<file path="src/rtl/tgad_pkg.sv">
// ----------------------------------------------------------------------------
// tgad_pkg
// Shared types and constants of the TGA image decoder.
// ----------------------------------------------------------------------------
package tgad_pkg;

    localparam logic [1:0] KIND_OK     = 2'd0;
    localparam logic [1:0] KIND_REJECT = 2'd1;
    localparam logic [1:0] KIND_UNSUP  = 2'd2;
    localparam logic [1:0] KIND_PIXEL  = 2'd3;

    localparam logic [4:0] HDR_ID_LEN     = 5'd0;
    localparam logic [4:0] HDR_IMAGE_TYPE = 5'd2;
    localparam logic [4:0] HDR_WIDTH_LO   = 5'd12;
    localparam logic [4:0] HDR_WIDTH_HI   = 5'd13;
    localparam logic [4:0] HDR_HEIGHT_LO  = 5'd14;
    localparam logic [4:0] HDR_HEIGHT_HI  = 5'd15;
    localparam logic [4:0] HDR_PIXEL_BITS = 5'd16;
    localparam logic [4:0] HDR_LAST       = 5'd17;

    localparam logic [7:0] TYPE_TRUECOLOR     = 8'd2;
    localparam logic [7:0] TYPE_RLE_TRUECOLOR = 8'd10;

    localparam logic [7:0] BITS_8  = 8'd8;
    localparam logic [7:0] BITS_24 = 8'd24;
    localparam logic [7:0] BITS_32 = 8'd32;

    typedef struct packed {
        logic [1:0]  kind;
        logic [15:0] width;
        logic [15:0] height;
        logic [2:0]  pixel_bytes;
        logic [31:0] pixel;
        logic [7:0]  run;
        logic [31:0] first_index;
        logic        done;
        logic        overrun;
    } result_t;

endpackage

</file>
<file path="src/rtl/tgad_out_reg.sv">
// ----------------------------------------------------------------------------
// tgad_out_reg
// Output register of the decoder; holds one result until the sink takes it.
// ----------------------------------------------------------------------------
module tgad_out_reg
(
    input  logic              clk,
    input  logic              rst_n,
    input  logic              load,
    input  tgad_pkg::result_t result_in,
    input  logic              take,
    output logic              full,
    output logic              can_load,
    output tgad_pkg::result_t result_out
);

    logic              valid_reg;
    logic              valid_next;
    tgad_pkg::result_t data_reg;

    assign can_load   = !valid_reg || take;
    assign valid_next = load ? 1'b1 : (take ? 1'b0 : valid_reg);
    assign full       = valid_reg;
    assign result_out = data_reg;

    always_ff @(posedge clk or negedge rst_n)
    begin
        if (!rst_n)
        begin
            valid_reg <= 1'b0;
        end
        else
        begin
            valid_reg <= valid_next;
        end
    end

    always_ff @(posedge clk)
    begin
        if (load)
        begin
            data_reg <= result_in;
        end
    end

endmodule

</file>
<file path="src/rtl/tga_image_rle_decoder.sv">
// ----------------------------------------------------------------------------
// tga_image_rle_decoder
// Decodes a TGA file stream (types 2 and 10) into header reports and pixel runs.
// ----------------------------------------------------------------------------
//  Channel | Direction | Payload
//  s_*     | in        | tdata: file byte; tuser: start of file
//  m_*     | out       | tdata: header fields and pixel run; tuser: kind, overrun;
//          |           | tlast: image complete
//
//  One file byte is accepted per cycle when not stalled; the result it causes
//  appears in the output register in the next cycle. The per-byte state update
//  is one short pass; width times height is formed by one 16x16 multiply on
//  header byte 16. After reset the decoder expects header bytes. The input is
//  stalled only while the output register holds a result the sink does not take.
// ----------------------------------------------------------------------------
module tga_image_rle_decoder
#(
    parameter int PIXEL_INDEX_BITS = 32
)
(
    input  logic         clk,
    input  logic         rst_n,
    input  logic         s_tvalid,
    output logic         s_tready,
    input  logic [7:0]   s_tdata,  // [7:0] data_byte
    input  logic         s_tuser,  // [0] start_of_file
    output logic         m_tvalid,
    input  logic         m_tready,
    output logic [111:0] m_tdata,  // [15:0] image_width, [31:16] image_height,
                                   // [34:32] bytes_per_pixel, [66:35] pixel_value,
                                   // [74:67] run_length, [106:75] first_pixel_index,
                                   // [111:107] zero
    output logic [2:0]   m_tuser,  // [1:0] result_kind, [2] overrun
    output logic         m_tlast   // image_done
);

    localparam int IW = PIXEL_INDEX_BITS;

    localparam logic [2:0] PH_HEADER  = 3'd0;
    localparam logic [2:0] PH_IDSKIP  = 3'd1;
    localparam logic [2:0] PH_PLAIN   = 3'd2;
    localparam logic [2:0] PH_PKTHDR  = 3'd3;
    localparam logic [2:0] PH_PKTDATA = 3'd4;
    localparam logic [2:0] PH_STOPPED = 3'd5;

    logic [2:0]    phase_reg, phase_next;
    logic [4:0]    hdr_count_reg, hdr_count_next;
    logic [7:0]    id_left_reg, id_left_next;
    logic [7:0]    image_type_reg, image_type_next;
    logic [15:0]   width_reg, width_next;
    logic [15:0]   height_reg, height_next;
    logic [2:0]    pixel_bytes_reg, pixel_bytes_next;
    logic [IW-1:0] total_reg, total_next;
    logic [IW-1:0] current_reg, current_next;
    logic [7:0]    packet_left_reg, packet_left_next;
    logic          packet_run_reg, packet_run_next;
    logic          packet_clip_reg, packet_clip_next;
    logic [31:0]   assembly_reg, assembly_next;
    logic [1:0]    byte_idx_reg, byte_idx_next;
    logic [31:0]   product_reg, product_next;

    logic              accept;
    logic              emit;
    logic              out_can_load;
    tgad_pkg::result_t result;
    tgad_pkg::result_t out_result;

    logic [7:0]    b;
    logic [1:0]    byte_idx_inc;
    logic          pixel_complete;
    logic [7:0]    pkt_count;
    logic [IW-1:0] remaining;
    logic [7:0]    run;
    logic [IW-1:0] current_sum;
    logic [2:0]    data_phase;

    assign s_tready = out_can_load;
    assign accept   = s_tvalid && s_tready;
    assign b        = s_tdata;

    always_comb
    begin
        phase_next       = phase_reg;
        hdr_count_next   = hdr_count_reg;
        id_left_next     = id_left_reg;
        image_type_next  = image_type_reg;
        width_next       = width_reg;
        height_next      = height_reg;
        pixel_bytes_next = pixel_bytes_reg;
        total_next       = total_reg;
        current_next     = current_reg;
        packet_left_next = packet_left_reg;
        packet_run_next  = packet_run_reg;
        packet_clip_next = packet_clip_reg;
        assembly_next    = assembly_reg;
        byte_idx_next    = byte_idx_reg;
        product_next     = product_reg;
        emit             = 1'b0;
        result           = '0;
        byte_idx_inc     = '0;
        pixel_complete   = 1'b0;
        pkt_count        = '0;
        remaining        = '0;
        run              = '0;
        current_sum      = '0;
        data_phase       = PH_PKTHDR;

        if (accept)
        begin
            if (s_tuser)
            begin
                phase_next       = PH_HEADER;
                hdr_count_next   = '0;
                id_left_next     = '0;
                image_type_next  = '0;
                width_next       = '0;
                height_next      = '0;
                pixel_bytes_next = '0;
                total_next       = '0;
                current_next     = '0;
                packet_left_next = '0;
                packet_run_next  = 1'b0;
                packet_clip_next = 1'b0;
                assembly_next    = '0;
                byte_idx_next    = '0;
            end

            data_phase = (image_type_next == tgad_pkg::TYPE_TRUECOLOR) ? PH_PLAIN : PH_PKTHDR;

            byte_idx_inc = byte_idx_next + 2'd1;
            pixel_complete = (pixel_bytes_next == 3'd0) ||
                             (byte_idx_inc == pixel_bytes_next[1:0]);

            case (phase_next)
                PH_HEADER:
                begin
                    case (hdr_count_next)
                        tgad_pkg::HDR_ID_LEN:     id_left_next = b;
                        tgad_pkg::HDR_IMAGE_TYPE: image_type_next = b;
                        tgad_pkg::HDR_WIDTH_LO:   width_next[7:0] = b;
                        tgad_pkg::HDR_WIDTH_HI:   width_next[15:8] = b;
                        tgad_pkg::HDR_HEIGHT_LO:  height_next[7:0] = b;
                        tgad_pkg::HDR_HEIGHT_HI:  height_next[15:8] = b;
                        tgad_pkg::HDR_PIXEL_BITS:
                        begin
                            product_next = 32'(width_next) * 32'(height_next);
                            case (b)
                                tgad_pkg::BITS_8:  pixel_bytes_next = 3'd1;
                                tgad_pkg::BITS_24: pixel_bytes_next = 3'd3;
                                tgad_pkg::BITS_32: pixel_bytes_next = 3'd4;
                                default:           pixel_bytes_next = 3'd0;
                            endcase
                        end
                        default:
                        begin
                        end
                    endcase
                    if (hdr_count_next < tgad_pkg::HDR_LAST)
                    begin
                        hdr_count_next = hdr_count_next + 5'd1;
                    end
                    else
                    begin
                        hdr_count_next = '0;
                        emit = 1'b1;
                        if (width_next == 16'd0 || height_next == 16'd0 ||
                            pixel_bytes_next == 3'd0 || (product_reg >> IW) != 32'd0)
                        begin
                            result.kind = tgad_pkg::KIND_REJECT;
                            phase_next  = PH_STOPPED;
                        end
                        else if (image_type_next != tgad_pkg::TYPE_TRUECOLOR &&
                                 image_type_next != tgad_pkg::TYPE_RLE_TRUECOLOR)
                        begin
                            result.kind = tgad_pkg::KIND_UNSUP;
                            phase_next  = PH_STOPPED;
                        end
                        else
                        begin
                            result.kind   = tgad_pkg::KIND_OK;
                            total_next    = product_reg[IW-1:0];
                            current_next  = '0;
                            byte_idx_next = '0;
                            phase_next    = (id_left_next != 8'd0) ? PH_IDSKIP : data_phase;
                        end
                    end
                end
                PH_IDSKIP:
                begin
                    if (id_left_next != 8'd0)
                    begin
                        id_left_next = id_left_next - 8'd1;
                    end
                    if (id_left_next == 8'd0)
                    begin
                        phase_next = data_phase;
                    end
                end
                PH_PLAIN, PH_PKTDATA:
                begin
                    if (byte_idx_next == 2'd0)
                    begin
                        assembly_next = {24'd0, b};
                    end
                    else
                    begin
                        assembly_next = assembly_next | (32'(b) << {byte_idx_next, 3'b000});
                    end
                    byte_idx_next = pixel_complete ? 2'd0 : byte_idx_inc;
                    if (pixel_complete)
                    begin
                        emit = 1'b1;
                        run  = (phase_next == PH_PKTDATA && packet_run_next) ?
                               packet_left_next : 8'd1;
                        current_sum = current_next + IW'(run);
                        result.kind        = tgad_pkg::KIND_PIXEL;
                        result.pixel       = assembly_next;
                        result.run         = run;
                        result.first_index = 32'(current_next);
                        result.done        = (current_sum >= total_next);
                        current_next = current_sum;
                        if (phase_next == PH_PKTDATA)
                        begin
                            packet_left_next = packet_left_next - run;
                            result.overrun   = packet_clip_next && (packet_left_next == 8'd0);
                            if (result.done)
                            begin
                                phase_next = PH_STOPPED;
                            end
                            else if (packet_left_next == 8'd0)
                            begin
                                phase_next = PH_PKTHDR;
                            end
                        end
                        else if (result.done)
                        begin
                            phase_next = PH_STOPPED;
                        end
                    end
                end
                PH_PKTHDR:
                begin
                    pkt_count = b[7] ? (b - 8'd127) : (b + 8'd1);
                    remaining = total_next - current_next;
                    packet_run_next = b[7];
                    if (IW'(pkt_count) > remaining)
                    begin
                        packet_left_next = remaining[7:0];
                        packet_clip_next = 1'b1;
                    end
                    else
                    begin
                        packet_left_next = pkt_count;
                        packet_clip_next = 1'b0;
                    end
                    byte_idx_next = '0;
                    phase_next    = PH_PKTDATA;
                end
                default:
                begin
                end
            endcase

            result.width       = width_next;
            result.height      = height_next;
            result.pixel_bytes = pixel_bytes_next;
        end
    end

    always_ff @(posedge clk or negedge rst_n)
    begin
        if (!rst_n)
        begin
            phase_reg       <= PH_HEADER;
            hdr_count_reg   <= '0;
            id_left_reg     <= '0;
            image_type_reg  <= '0;
            width_reg       <= '0;
            height_reg      <= '0;
            pixel_bytes_reg <= '0;
            total_reg       <= '0;
            current_reg     <= '0;
            packet_left_reg <= '0;
            packet_run_reg  <= 1'b0;
            packet_clip_reg <= 1'b0;
            assembly_reg    <= '0;
            byte_idx_reg    <= '0;
        end
        else
        begin
            phase_reg       <= phase_next;
            hdr_count_reg   <= hdr_count_next;
            id_left_reg     <= id_left_next;
            image_type_reg  <= image_type_next;
            width_reg       <= width_next;
            height_reg      <= height_next;
            pixel_bytes_reg <= pixel_bytes_next;
            total_reg       <= total_next;
            current_reg     <= current_next;
            packet_left_reg <= packet_left_next;
            packet_run_reg  <= packet_run_next;
            packet_clip_reg <= packet_clip_next;
            assembly_reg    <= assembly_next;
            byte_idx_reg    <= byte_idx_next;
        end
    end

    always_ff @(posedge clk)
    begin
        product_reg <= product_next;
    end

    tgad_out_reg u_out_reg
    (
        .clk        (clk),
        .rst_n      (rst_n),
        .load       (emit),
        .result_in  (result),
        .take       (m_tready),
        .full       (m_tvalid),
        .can_load   (out_can_load),
        .result_out (out_result)
    );

    assign m_tdata = {5'd0, out_result.first_index, out_result.run, out_result.pixel,
                      out_result.pixel_bytes, out_result.height, out_result.width};
    assign m_tuser = {out_result.overrun, out_result.kind};
    assign m_tlast = out_result.done;

    // An empty output register never holds back the input.
    a_ready_when_empty: assert property (@(posedge clk) disable iff (!rst_n)
        !m_tvalid |-> s_tready)
        else $error("input stalled with empty output register");

    // A packet in progress always has pixels left.
    a_packet_nonempty: assert property (@(posedge clk) disable iff (!rst_n)
        (phase_reg == PH_PKTDATA) |-> (packet_left_reg != 8'd0))
        else $error("packet data phase with no pixels left");

    // While decoding pixel data the index stays inside the image.
    a_index_in_image: assert property (@(posedge clk) disable iff (!rst_n)
        (phase_reg == PH_PLAIN || phase_reg == PH_PKTHDR || phase_reg == PH_PKTDATA)
        |-> (current_reg < total_reg))
        else $error("pixel index reached the image size while decoding");

    // A packet header always starts on a pixel boundary.
    a_pkthdr_aligned: assert property (@(posedge clk) disable iff (!rst_n)
        (phase_reg == PH_PKTHDR) |-> (byte_idx_reg == 2'd0))
        else $error("packet header inside a pixel");

endmodule
</file>
<file path="config.mk">
export PLATFORM = sky130hd
export DESIGN_NAME = tga_image_rle_decoder
export DESIGN_NICKNAME = d
export VERILOG_FILES = /design/src/rtl/tgad_pkg.sv /design/src/rtl/tgad_out_reg.sv /design/src/rtl/tga_image_rle_decoder.sv
export SDC_FILE = /design/constraint.sdc
export NUM_CORES = 1
export LEC_CHECK = 0
export BUFFER_PORTS_ARGS = -buffer_cell sky130_fd_sc_hd__buf_2
export CAP_MARGIN = 10
export CORE_AREA = 2 2 246 248
export CTS_CLUSTER_SIZE = 10
export DETAILED_ROUTE_END_ITERATION = 8
export DIE_AREA = 0 0 248 250
export MAX_ROUTING_LAYER = met4
export PLACE_DENSITY = 0.62
export SETUP_SLACK_MARGIN = 0.15
export SKIP_LAST_GASP = 1
export SYNTH_ARGS = -nofsm -noshare
export SYNTH_HDL_FRONTEND = slang
export SYNTH_SLANG_ARGS = --single-unit
</file>
<file path="constraint.sdc">
create_clock -name clk -period 9.5 [get_ports clk]
set_input_delay 0.95 -clock clk [delete_from_list [all_inputs] [get_ports clk]]
set_output_delay 0.95 -clock clk [all_outputs]
set_load 0.01 [all_outputs]
</file>
==> Word-level counts from Yosys, hierarchy flattened <==
Cells that the tools add are included.
Widths: inputs -> output; s select.
{ "op_classes": {"addsub": 8, "mul": 1, "order_cmp": 3, "n_eq_ne": 17, "shift": 1, "mux": 108, "bitwise": 1, "reduce_logical": 25} }
{ "op_table": {"columns": ["op", "count"], "rows": [
  ["$mux 32", 16],
  ["$mux 8", 33],
  ["$mux 16", 6],
  ["$pmux 32 s2", 1],
  ["$mux 3", 17],
  ["$add 32x8->32", 1],
  ["$ge 32x32->1", 1],
  ["$gt 8x32->1", 1],
  ["$logic_not 16->1", 2],
  ["$mul 16x16->32", 1],
  ["$or 32x32->32", 1],
  ["$pmux 8 s2", 2],
  ["$shl 8x5->32", 1],
  ["$sub 32x32->32", 1],
  ["$mux 2", 11],
  ["$eq 5x4->1 const B", 4],
  ["$mux 5", 4],
  ["$logic_not 8->1", 2],
  ["$reduce_bool 8->1", 2],
  ["$mux 1", 13],
  ["$pmux 3 s4", 1],
  ["$logic_not 3->1", 3],
  ["$pmux 3 s3", 1],
  ["$add 8x1->8 const B", 1],
  ["30 further kinds", 38]
]} }
{ "word_totals": {"register_bits": 311, "inputBits": 13, "output_inout_bits": 118, "wordCells": 189} }

==> Depth between registers and ports, before layout <==
{ "depth": {"ltp_word": 14, "depth_mapped": 32} }

==> Hierarchy <==
A second synthesis with hierarchy kept.
{ "unflattened": {"cells_unflattened": 2839, "hier_area_um2": 26304.0} }
{ "by_module_without_submodules": {"columns": ["mod", "instances", "cells_each", "area_each_um2", "seq_area_each_um2"], "rows": [
  ["tga_image_rle_decoder", 1, 2725, 22923.2, 5139.9],
  ["tgad_out_reg", 1, 114, 3380.7, 3358.2]
]} }

==> Worst setup path after synthesis <==
OpenSTA, ideal clock, no wires.
{ "synth_timing": {"path_type": "input -> register", "start": "input s_tuser", "end": "register product_reg[31], data pin", "arrival_time_ns": 8.127, "required_ns": 9.326, "path_slack_ns": 1.199, "cell_stages": 29, "n_path_buf": 7, "cell_sequence": "buf_2 buf_1 buf_1 clkbuf_1 clkbuf_1 clkbuf_1 nor2b_1 clkbuf_1 nand2_1 fa_1 fa_1 inv_1 fa_1 inv_1 fa_1 inv_1 fa_1 fa_1 ha_1 a21o_1 a21o_1 a21o_1 a41oi_1 nand4_1 a31oi_1 o21ai_0 and3_1 o21a_1 a311oi_1"} }
{ "synth_between": {"elab_chain_cells": 3, "word_cells_on_any_way": 5} }
{ "synth_lines": {"columns": ["item", "line", "rtl"], "rows": [
  ["start, declared", "tga_image_rle_decoder.sv:26", "input logic s_tuser,"],
  ["$mux 16", "tga_image_rle_decoder.sv:110", "if (s_tuser)"],
  ["$mux 16", "tga_image_rle_decoder.sv:108", "if (accept)"],
  ["$mul 16x16->32 (*)", "tga_image_rle_decoder.sv:146", "product_next = 32'(width_next) * 32'(height_next);"],
  ["end signal, assigned", "tga_image_rle_decoder.sv:310", "product_reg <= product_next;"],
  ["end, declared", "tga_image_rle_decoder.sv:60", "logic [31:0] product_reg, product_next;"]
]} }
Mark *: on every way between the ends. The rest lies on a longest branch, timed or not. The select of a mux whose other input is x is not followed.
A chain may end at the register's enable or synchronous reset.

==> Final worst setup path <==
{ "layout_timing": {"start": "input s_tuser", "end": "register product_reg[30], data pin"} }
The elaborated chain is that of the path after synthesis.

==> out/results.txt <==
Iteration-0 DRC count of the detailed router = 1603
FMAX = 0.1276 GHz
Unrepaired setup endpoints after global routing = false
Final core utilization = 48.83%
Worst-Margin Slew = 1.230 ns
Clk_lat worst skew = 0.56 ns
Pleak = 13.52 nW
Clk slew on worst S/H paths = 0.06 ns
Placed Cells incl. Taps = 3623
CTS resizes = 0
Async SR Flop Fraction = 54.02%
Die span in y = 250 um
Post-synth EDFFs = 143
Ys flop type = dfrtp_1
Final setup skew = 0.02920 ns
Final WS setup = 1.664 ns
Period minus WS final = 7.836 ns
Initial antenna violation count = 1
Post-DP HPWL = 55900 um
Placed cell area = 27810 um2
Die X = 248 um
Via count = 21430
# hold bufs at CTS = 0
Min-delay worst type = in2async
Post-layout power = 3.650 mW
Status = finished, final reports clean
Post-synth cell types = 86
RePlAce Congestion = 0.9167
Post-route clock period utilization = 82.48%
CTS H-tree depth = 2
Root Driver = clkbuf_16
Drt first pass iters = 7
Final #Nets = 3288
Post-route ant nets = 0
CTS tree = done
Max Cap Viol = 0
Post-DR wirelength/cell = 20.56 um
ANT cells = 0
Share of cells above drive strength 1 = 8.745%
Final Non-Filler Cells = 3698
Ys Warns = 0
Post-synthesis sequential area ratio = 32.14%
Pins Over Slew Limit = 0
Clock Path Buffers = 3
Vias in the first global route = 21480
Pre-CTS setup slack = 1.287 ns
PortBufs = 125
Syn Area/Cell = 9.337 um2
Crit path DAT = 8.12 ns
Routed wire length = 76040 um
Crit path required time = 9.78 ns
Crit Path Class = in2reg
Area Growth Syn to Fin = 10.00%
Core area = 59570 um2
Crit path max fanout = 42
Rel. slew slack = 17.76%
Worst setup SP type = input port
Synthesized area = 26440 um2
Peak supply drop = 0.0001378 V
Setup TNS Final = 0 ns
Row cnt = 90
First-pass GRT wire length = 119600 um
Final setup viols = 0
Hold Violations, Final = 0
Mapped Cells = 2832
Synth Register Bits = 311
Pwr Density = 125.5 nW/um2
Total grt overflow = 0
Num ports = 131
Global Route Usage Sum = 25.21%
Cts bufs inserted = 39
Crit end category = flop
Post-route cell area = 29090 um2
Hold_ws = 0.3220 ns
Setup repair bufs after CTS = 0
Initial Util = 44.39%
Largest net degree at the start of global routing = 63
Die Area = 62000 um2
Vias per cell = 5.796
Drt drc = 0
Number of clock sinks = 311
Max reg flops = 111
[cells by family after synthesis]
group,share of synthesized area (%)
other cells,0.01418
compound gates,15.55
simple gates,17.87
flops,32.14
buf+inv,6.719
mux,0.8470
fa+ha+maj,24.05
xor+xnor,2.815
[where the power goes]
part           total, mW  switching, mW  leakage (nW)  internal (mW)
clock network       1.44          0.580         0.594          0.861
logic              0.660          0.439          9.17          0.222
registers           1.55         0.0724          3.76           1.48
[worst max-delay path: stages]
cell and delay [ns]:
buf_4 0.26, nor2b_1 0.70, buf_4 0.30, nand2_1 0.09, fa_1 0.54, fa_1 0.51
inv_1 0.04, ha_1 0.32, fa_1 0.55, inv_1 0.08, fa_1 0.54, inv_1 0.06
fa_1 0.47, ha_1 0.34, nand3_1 0.15, a2111oi_0 0.75, o21bai_1 0.20, a21boi_0 0.39
o31a_1 0.22, o221ai_1 0.15, o21ai_0 0.20, a21oi_1 0.11, xnor2_1 0.14
[cell type report]
cell class	instances	area [um2]
clock buffer	69	1212
fill	5565	30480
tap	782	978.4
timing repair buffer	176	1047
multi-input combinational	2059	16220
clock inverter	2	13.76
inverter	299	1122
sequential	311	8498
[path summary, 6_finish.rpt]
| check | slack (ns) | endpoint | depth (start not counted) | start |
|---|---|---|---|---|
| max | 1.66 | product_reg[30] | 23 | s_tuser |
| min reg2reg | 0.46 | total_reg[8] | 1 | product_reg[8] |
| min | 0.32 | current_reg[9] | 1 | rst_n |
| min in group clk | 0.46 | total_reg[8] | 1 | product_reg[8] |
| max reg2reg | 2.04 | product_reg[30] | 22 | height_reg[9] |
| max in group asynchronous | 7.17 | height_reg[12] | 3 | rst_n |
[placed cells by master (no fill, tap or decap), types with 8 or more instances in the layout]
cell type	count
o31ai_1	14
clkbuf_16	42
edfxtp_1	143
nor3_1	44
dfrtp_1	168
nand2b_1	26
a22o_1	120
nor2b_1	58
nand2_1	304
a21oi_1	133
fa_1	196
xnor2_1	56
nand3_1	39
o21bai_1	10
nor2_1	226
a21o_1	44
ha_1	193
xor2_1	29
and2_1	128
buf_4	48
a22oi_1	38
or3_1	10
mux2i_1	19
o21ai_1	9
nor4_1	16
a211oi_1	8
buf_2	123
inv_1	297
clkbuf_1	21
o211ai_1	13
o21a_1	16
and3_1	40
o21ai_0	84
nor3b_1	22
nand4_1	24
a31oi_1	15
[synthesized netlist by cell type (29+ instances only)]
| cell | count | area share [%] |
|---|---|---|
| buf_1 | 30 | 0.43 |
| and3_1 | 40 | 0.95 |
| nor3_1 | 44 | 0.83 |
| a22o_1 | 120 | 4.0 |
| o21ai_0 | 84 | 1.6 |
| edfxtp_1 | 143 | 16 |
| nor2_1 | 230 | 3.3 |
| and2_1 | 128 | 3.0 |
| xnor2_1 | 56 | 1.9 |
| clkbuf_1 | 125 | 1.8 |
| a22oi_1 | 38 | 1.1 |
| nand3_1 | 39 | 0.74 |
| nand2_1 | 306 | 4.3 |
| fa_1 | 196 | 15 |
| dfrtp_1 | 168 | 16 |
| a21o_1 | 44 | 1.2 |
| inv_1 | 298 | 4.2 |
| xor2_1 | 29 | 0.96 |
| a21oi_1 | 133 | 2.5 |
| nor2b_1 | 59 | 1.4 |
| ha_1 | 193 | 9.1 |
[routing by layer]
metal  track usage [%]  up-vias  share of wire (%)
li1                  -     9801                  -
met1             33.71    10770                 43
met2             39.98      745                 48
met3             3.656      116                6.2
met4             6.963        0                2.6
met5                 -        -                  0
Power figures use the tool's default switching activity.
